`config.mk`:
```
export PLATFORM = sky130hd
export DESIGN_NAME = reply_frame_checker_crc16_top
export DESIGN_NICKNAME = d
export VERILOG_FILES = /design/src/rtl/core/rfc_pkg.sv /design/src/rtl/core/rfc_in_reg.sv /design/src/rtl/core/rfc_frame_check.sv /design/src/rtl/core/reply_frame_checker_crc16_top.sv
export SDC_FILE = /design/constraint.sdc
export NUM_CORES = 1
export LEC_CHECK = 0
export BUFFER_PORTS_ARGS = -buffer_cell sky130_fd_sc_hd__buf_2
export CAP_MARGIN = 20
export CORE_AREA = 2 2 85 148
export DETAILED_ROUTE_END_ITERATION = 16
export DIE_AREA = 0 0 87 150
export GPL_ROUTABILITY_DRIVEN = 0
export PLACE_DENSITY = 0.8
export REMOVE_ABC_BUFFERS = 1
export SLEW_MARGIN = 20
export SYNTH_ARGS = -nofsm -noshare
export SYNTH_HDL_FRONTEND = slang
export SYNTH_HIERARCHICAL = 1
export SYNTH_SLANG_ARGS = --single-unit
export TNS_END_PERCENT = 50
```
`constraint.sdc`:
```
create_clock -name clk -period 6.26 [get_ports clk]
set_input_delay 0.626 -clock clk [delete_from_list [all_inputs] [get_ports clk]]
set_output_delay 0.626 -clock clk [all_outputs]
set_load 0.02 [all_outputs]
```
`src/rtl/core/rfc_pkg.sv`:
```
package rfc_pkg;

    // Frame layout constants
    localparam logic [7:0]  HDR_BYTE  = 8'hAC;
    localparam logic [15:0] CRC_INIT  = 16'hFFFF;
    localparam logic [15:0] CRC_POLY  = 16'hA001;
    localparam logic [8:0]  MIN_LAST  = 9'd6;    // position of the last byte in a 7-byte frame
    localparam logic [8:0]  PRE_DATA  = 9'd5;    // bytes ahead of the payload
    localparam logic [8:0]  COUNT_MAX = 9'd511;

    // Fixed byte positions in the frame
    localparam logic [8:0] POS_HDR  = 9'd0;
    localparam logic [8:0] POS_SEQ  = 9'd1;
    localparam logic [8:0] POS_ADDR = 9'd2;
    localparam logic [8:0] POS_CMD  = 9'd3;
    localparam logic [8:0] POS_LEN  = 9'd4;

    localparam int OUT_DATA_W = 48;

    typedef enum logic [1:0] {
        ST_OK      = 2'd0,
        ST_INVALID = 2'd1,
        ST_SEQ_ERR = 2'd2,
        ST_CRC_ERR = 2'd3
    } status_t;

    typedef enum logic {
        KIND_PAYLOAD = 1'b0,
        KIND_STATUS  = 1'b1
    } kind_t;

    typedef struct packed {
        kind_t      kind;
        logic [7:0] payload_byte;
        logic [7:0] payload_index;
        status_t    frame_status;
        logic [7:0] reply_address;
        logic [7:0] reply_command;
        logic [7:0] reply_length;
    } result_t;

    // One byte into a CRC-16/MODBUS register, LSB first
    function automatic logic [15:0] crc_feed(input logic [15:0] crc, input logic [7:0] b);
        logic [15:0] c;
        c = crc ^ {8'd0, b};
        for (int k = 0; k < 8; k++)
        begin
            if (c[0])
                c = (c >> 1) ^ CRC_POLY;
            else
                c = c >> 1;
        end
        return c;
    endfunction

endpackage

```
`src/rtl/core/rfc_in_reg.sv`:
```
module rfc_in_reg (
    input  logic       clk,
    input  logic       rst_n,
    input  logic       in_valid,
    output logic       in_ready,
    input  logic [7:0] in_byte,
    input  logic       in_last,
    input  logic       advance,
    output logic       hold_valid,
    output logic [7:0] hold_byte,
    output logic       hold_last
);

    logic       valid_reg;
    logic       valid_next;
    logic [7:0] byte_reg;
    logic       last_reg;

    // Take a new transfer when empty or when the held byte moves on
    assign in_ready = !valid_reg || advance;

    always_comb
    begin
        valid_next = valid_reg;
        if (in_ready)
            valid_next = in_valid;
    end

    always_ff @(posedge clk or negedge rst_n)
    begin
        if (!rst_n)
            valid_reg <= 1'b0;
        else
            valid_reg <= valid_next;
    end

    // Hold the payload until it is consumed
    always_ff @(posedge clk)
    begin
        if (in_ready && in_valid)
        begin
            byte_reg <= in_byte;
            last_reg <= in_last;
        end
    end

    assign hold_valid = valid_reg;
    assign hold_byte  = byte_reg;
    assign hold_last  = last_reg;

endmodule

```
`src/rtl/core/rfc_frame_check.sv`:
```
module rfc_frame_check (
    input  logic             clk,
    input  logic             rst_n,
    input  logic             step,
    input  logic             item_valid,
    input  logic [7:0]       rx_byte,
    input  logic             final_byte,
    output logic             has_result,
    output rfc_pkg::result_t result
);

    logic [8:0]  count_reg,   count_next;
    logic [15:0] crc_reg,     crc_next;
    logic [7:0]  d0_reg,      d0_next;
    logic [7:0]  d1_reg,      d1_next;
    logic        hdr_reg,     hdr_next;
    logic        seq_reg,     seq_next;
    logic [7:0]  len_reg,     len_next;
    logic [7:0]  addr_reg,    addr_next;
    logic [7:0]  cmd_reg,     cmd_next;
    logic [7:0]  exp_seq_reg, exp_seq_next;

    logic [15:0]      crc_upd;
    logic [7:0]       addr_cap;
    logic [7:0]       cmd_cap;
    logic [7:0]       len_cap;
    logic [8:0]       data_off;
    logic             in_payload;
    rfc_pkg::status_t status;

    // Fold in the byte two behind; the last two are the received CRC
    assign crc_upd = (count_reg >= 9'd2) ? rfc_pkg::crc_feed(crc_reg, d1_reg) : crc_reg;

    // Header fields including a capture made by this very byte
    assign addr_cap = (count_reg == rfc_pkg::POS_ADDR) ? rx_byte : addr_reg;
    assign cmd_cap  = (count_reg == rfc_pkg::POS_CMD)  ? rx_byte : cmd_reg;
    assign len_cap  = (count_reg == rfc_pkg::POS_LEN)  ? rx_byte : len_reg;

    assign data_off   = count_reg - rfc_pkg::PRE_DATA;
    assign in_payload = (count_reg >= rfc_pkg::PRE_DATA) && (data_off < {1'b0, len_reg});

    // Status checks in priority order
    always_comb
    begin
        if (count_reg < rfc_pkg::MIN_LAST || !hdr_reg)
            status = rfc_pkg::ST_INVALID;
        else if (!seq_reg)
            status = rfc_pkg::ST_SEQ_ERR;
        else if (count_reg != {1'b0, len_reg} + rfc_pkg::MIN_LAST)
            status = rfc_pkg::ST_INVALID;
        else if ({rx_byte, d0_reg} != crc_upd)
            status = rfc_pkg::ST_CRC_ERR;
        else
            status = rfc_pkg::ST_OK;
    end

    // Build the result item
    always_comb
    begin
        result     = '0;
        has_result = 1'b0;
        if (item_valid && final_byte)
        begin
            has_result           = 1'b1;
            result.kind          = rfc_pkg::KIND_STATUS;
            result.frame_status  = status;
            result.reply_address = addr_cap;
            result.reply_command = cmd_cap;
            result.reply_length  = len_cap;
        end
        else if (item_valid && in_payload)
        begin
            has_result           = 1'b1;
            result.kind          = rfc_pkg::KIND_PAYLOAD;
            result.payload_byte  = rx_byte;
            result.payload_index = data_off[7:0];
        end
    end

    // Advance frame state by one byte
    always_comb
    begin
        count_next   = count_reg;
        crc_next     = crc_reg;
        d0_next      = d0_reg;
        d1_next      = d1_reg;
        hdr_next     = hdr_reg;
        seq_next     = seq_reg;
        len_next     = len_reg;
        addr_next    = addr_reg;
        cmd_next     = cmd_reg;
        exp_seq_next = exp_seq_reg;
        if (step)
        begin
            if (final_byte)
            begin
                count_next = '0;
                crc_next   = rfc_pkg::CRC_INIT;
                d0_next    = '0;
                d1_next    = '0;
                hdr_next   = 1'b0;
                seq_next   = 1'b0;
                len_next   = '0;
                addr_next  = '0;
                cmd_next   = '0;
                if (status == rfc_pkg::ST_OK)
                    exp_seq_next = exp_seq_reg + 8'd1;
            end
            else
            begin
                crc_next  = crc_upd;
                d1_next   = d0_reg;
                d0_next   = rx_byte;
                addr_next = addr_cap;
                cmd_next  = cmd_cap;
                len_next  = len_cap;
                if (count_reg == rfc_pkg::POS_HDR)
                    hdr_next = (rx_byte == rfc_pkg::HDR_BYTE);
                if (count_reg == rfc_pkg::POS_SEQ)
                    seq_next = (rx_byte == exp_seq_reg);
                if (count_reg != rfc_pkg::COUNT_MAX)
                    count_next = count_reg + 9'd1;
            end
        end
    end

    always_ff @(posedge clk or negedge rst_n)
    begin
        if (!rst_n)
        begin
            count_reg   <= '0;
            crc_reg     <= rfc_pkg::CRC_INIT;
            d0_reg      <= '0;
            d1_reg      <= '0;
            hdr_reg     <= 1'b0;
            seq_reg     <= 1'b0;
            len_reg     <= '0;
            addr_reg    <= '0;
            cmd_reg     <= '0;
            exp_seq_reg <= '0;
        end
        else
        begin
            count_reg   <= count_next;
            crc_reg     <= crc_next;
            d0_reg      <= d0_next;
            d1_reg      <= d1_next;
            hdr_reg     <= hdr_next;
            seq_reg     <= seq_next;
            len_reg     <= len_next;
            addr_reg    <= addr_next;
            cmd_reg     <= cmd_next;
            exp_seq_reg <= exp_seq_next;
        end
    end

endmodule

```
`src/rtl/core/reply_frame_checker_crc16_top.sv`:
```
// Channel   Dir  Bits          Fields
// s_axis    in   tdata[7:0]    rx_byte
//                tlast         final_byte
// m_axis    out  tuser[0]      result_kind
//                tdata[47:0]   payload_byte, payload_index, frame_status,
//                              reply_address, reply_command, reply_length
//
// One byte per cycle sustained while the output is not stalled: a byte is held
// in the input register, then a byte-wide CRC update and the frame checks land
// any result it makes in the output register.
// Reset clears frame state, the expected sequence number and both valid flags.
// A stalled output holds only bytes that make a result; other bytes pass freely.
module reply_frame_checker_crc16_top (
    input  logic                           clk,
    input  logic                           rst_n,
    input  logic                           s_axis_tvalid,
    output logic                           s_axis_tready,
    input  logic [7:0]                     s_axis_tdata,   // rx_byte
    input  logic                           s_axis_tlast,   // final_byte
    output logic                           m_axis_tvalid,
    input  logic                           m_axis_tready,
    output logic [rfc_pkg::OUT_DATA_W-1:0] m_axis_tdata,   // payload_byte, payload_index,
                                                           // frame_status, reply_address,
                                                           // reply_command, reply_length, pad
    output logic                           m_axis_tuser    // result_kind
);

    logic             hold_valid;
    logic [7:0]       hold_byte;
    logic             hold_last;
    logic             has_result;
    logic             advance;
    rfc_pkg::result_t result;

    logic             out_valid_reg;
    logic             out_valid_next;
    rfc_pkg::result_t out_reg;

    // Held byte moves on unless its result would overwrite a stalled one
    assign advance = hold_valid && (!has_result || !out_valid_reg || m_axis_tready);

    rfc_in_reg u_in_reg (
        .clk        (clk),
        .rst_n      (rst_n),
        .in_valid   (s_axis_tvalid),
        .in_ready   (s_axis_tready),
        .in_byte    (s_axis_tdata),
        .in_last    (s_axis_tlast),
        .advance    (advance),
        .hold_valid (hold_valid),
        .hold_byte  (hold_byte),
        .hold_last  (hold_last)
    );

    rfc_frame_check u_check (
        .clk        (clk),
        .rst_n      (rst_n),
        .step       (advance),
        .item_valid (hold_valid),
        .rx_byte    (hold_byte),
        .final_byte (hold_last),
        .has_result (has_result),
        .result     (result)
    );

    // Output register valid: load on a new result, drop on transfer
    always_comb
    begin
        out_valid_next = out_valid_reg;
        if (advance && has_result)
            out_valid_next = 1'b1;
        else if (m_axis_tready)
            out_valid_next = 1'b0;
    end

    always_ff @(posedge clk or negedge rst_n)
    begin
        if (!rst_n)
            out_valid_reg <= 1'b0;
        else
            out_valid_reg <= out_valid_next;
    end

    always_ff @(posedge clk)
    begin
        if (advance && has_result)
            out_reg <= result;
    end

    assign m_axis_tvalid = out_valid_reg;
    assign m_axis_tuser  = out_reg.kind;
    assign m_axis_tdata  = {6'd0,
                            out_reg.reply_length,
                            out_reg.reply_command,
                            out_reg.reply_address,
                            out_reg.frame_status,
                            out_reg.payload_index,
                            out_reg.payload_byte};

endmodule
```
==> impl_metrics.ini <==
[flow_run]
maxCapViolations = 0

[layout]
final_util_pct = 67.5
fin_nets = 761
drive_above_1_share_pct = 17.2
finalNonFillerCells = 882
antenna_cells = 0
area_growth_pct = 14.4
largest_reg_flops = 42

[cts]
cts_buffer_depth = 2
clock_latency_ns = 0.42
cts_made_buffers = 17
cts_setup_buffers = 0
clkTransAtPathRegs_ns = 0.06
ctsResizeCount = 0
cts_hold_buf = 0
clock-sinks = 129
h-tree-depth = 4
cts_root_buf = clkbuf_16
cts_tree = built

[synth]
yosysUniqueCellTypes = 58
async_reset_ff_share_pct = 59.7
synth_area_sq_mm = 0.00700
ys.flop_type = dfrtp_1
syn_avg_cell_area_sq_um = 10.0
netlist_instances = 697
ys_ff_latch = 129
ys_seq_area_share_pct = 50.1
synth_edf_count = 52
yosysWarnings = 6

[run_status]
status = finished, final reports clean

[setup_path]
crit_path_start_kind = register
regToRegStartpoint = u_check/count_reg[0]
cp-end-kind = register
worstPathRequired_ns = 6.52
reg2reg_slack_ns = 1.91
r2r_end = u_check/addr_reg[2]
criticalPathCategory = reg2reg
critPathArrivalTime_ns = 4.61
critPathLaunch = u_check/count_reg[0]
reg2regPathDepth = 19
critPathMaxFanout = 51

[die]
core_sq_mm = 0.0119
die-area_sq_mm = 0.0131
rows = 53
io_pins = 64
start_util_pct = 59.0
fp.dieH_um = 150
die_w_um = 87

[drt]
routed_via_density = 6.36
wirelength_um = 17300
wire_per_inst_um = 19.6
dr_total_vias = 5612
drt_iter0_drc = 501
dr.pass1.iters = 5
antenna_left = 0
drc = 0

[global_routing]
grt_pass1_vias = 5637
grt_usage_pct = 27.8
antenna_found_initial = 0
grt_pass1_wl_um = 27700
overflow = 0
grt_max_degree = 78

[pwr]
p_per_area_mw_per_mm2 = 499
report.power.total_mw = 4.00
vdd_ir_drop_max_mv = 0.292
leakage_nw = 3.32

[timing]
finalHoldViolations = 0
setup_tns_ns = 0
drv_slew = 0
setup_viol = 0
worst_pin_slew_ns = 1.13
max_slew_margin_pct = 24.3
finalCritPeriodShare_pct = 69.5
finClkSkew_ns = 0.00571
min_period_ns = 4.35
max_freq_mhz = 230
hold_slack_ns = 0.232
grt_setup_unrepaired = false

[worst_hold_path]
min_path_type = in2async

[placement]
dp.cells = 849
hpwl_um = 11500
portBuffers = 57
==> final cells by class <==
class | count | area (sq um)
flip-flops and latches | 129 | 3510
well taps | 137 | 171
clock inverters | 15 | 253
multi-input cells | 490 | 3170
clock buffers | 17 | 425
fillers | 853 | 3860
inverters | 29 | 109
repair buffers | 65 | 372
==> layout by cell type, fill, tap and decap left out, types with 5 or more instances in the layout <==
cell type	synthesis	routed
a21oi_1	50	50
nor2b_1	7	7
nand3_1	17	17
a21boi_0	7	7
nand2_1	89	89
bufinv_16	0	6
mux2i_1	13	13
nor3b_1	6	6
a22oi_1	21	21
buf_4	6	7
nor3_1	15	15
and3_1	6	6
xor2_1	34	34
o21ai_0	18	18
ha_1	16	16
o2bb2ai_1	18	18
inv_6	0	5
conb_1	1	6
buf_2	10	56
o21a_1	5	5
edfxtp_1	52	52
nand4_1	9	9
o31ai_1	10	10
dfstp_2	16	16
nor4_1	8	8
inv_1	29	29
xnor2_1	32	32
clkbuf_16	0	17
dfrtp_1	61	61
nor2_1	46	45
o22ai_1	19	19
==> worst max path at each step <==
stage | to | slack (ns)
after floorplan | u_check/count_reg[5] | 0.87
after global placement | u_check/len_reg[4] | 2.25
after detailed placement | u_check/addr_reg[5] | 2.08
after CTS | s_axis_tready | 1.98
after global routing | u_check/addr_reg[2] | 1.66
final | u_check/addr_reg[2] | 1.91
==> Yosys cell counts, types with 2 or more instances <==
cell	count	area share, %
nand2_1	89	4.8
dfrtp_1	61	22
edfxtp_1	52	22
a21oi_1	50	3.6
nor2_1	46	2.5
xor2_1	34	4.3
clkbuf_1	32	1.7
xnor2_1	32	4.0
inv_1	29	1.6
a22oi_1	21	2.3
o22ai_1	19	1.7
o21ai_0	18	1.3
o2bb2ai_1	18	2.3
nand3_1	17	1.2
dfstp_2	16	6.0
ha_1	16	2.9
nor3_1	15	1.1
mux2i_1	13	1.9
buf_2	10	0.71
o31ai_1	10	1.1
nand4_1	9	0.80
nor4_1	8	0.71
a21boi_0	7	0.75
nor2b_1	7	0.63
and3_1	6	0.54
buf_4	6	0.64
nor3b_1	6	0.64
buf_1	5	0.27
o21a_1	5	0.54
a211oi_1	3	0.32
nand2b_1	3	0.27
o2111ai_1	3	0.38
or3_1	3	0.27
and2_1	2	0.18
xnor2_2	2	0.46
xor2_2	2	0.46
==> routing by layer <==
layer / GRT usage [%] / part of all wire [%] / routed length, um
met1: 31.4 / 37 / 6350
met2: 45.6 / 51 / 8840
met3: 5.30 / 5.8 / 1000
met4: 20.9 / 6.5 / 1120
met5: 0 / 0 / 0
==> critical path, cell delays in order (launching register included) <==
cell and delay [ns]:
dfrtp_1 0.45, inv_1 0.17, ha_1 0.35, inv_1 0.05
ha_1 0.25, nor2b_1 0.14, o21a_1 0.17, o21a_1 0.16
o21a_1 0.16, o21a_1 0.16, o21a_1 0.15, o21ai_0 0.14
nand4b_1 0.18, nand2_1 0.18, a21boi_4 0.16, inv_1 0.11
buf_4 0.48, nor2_1 0.29, a22oi_1 0.25, o2bb2ai_1 0.14
==> logic make-up after synthesis <==
| logic type | share of synthesized area (%) |
|---|---|
| adders and majority gates | 2.86 |
| AOI/OAI and AO/OA | 15.3 |
| and+or+nand+nor | 15.1 |
| DFF | 50.1 |
| other | 0.0535 |
| muxes | 2.02 |
| xor gates and xnor gates | 9.52 |
| buffers and inverters | 5.06 |
==> power by group <==
group | leakage, nW | switching (mW) | internal, mW
Clock | 0.325 | 0.384 | 0.752
Combinational | 1.50 | 0.951 | 0.659
Sequential | 1.49 | 0.174 | 1.08
==> stage by stage <==
stage,worst slack (ns),instance area [sq um]
5_1_grt,1.66,8010
2_1_floorplan,0.868,6780
3_3_place_gp,2.25,7300
3_5_place_dp,2.08,7300
4_1_cts,1.98,7980
6_report,1.91,8010
Power figures use the tool's default switching activity.
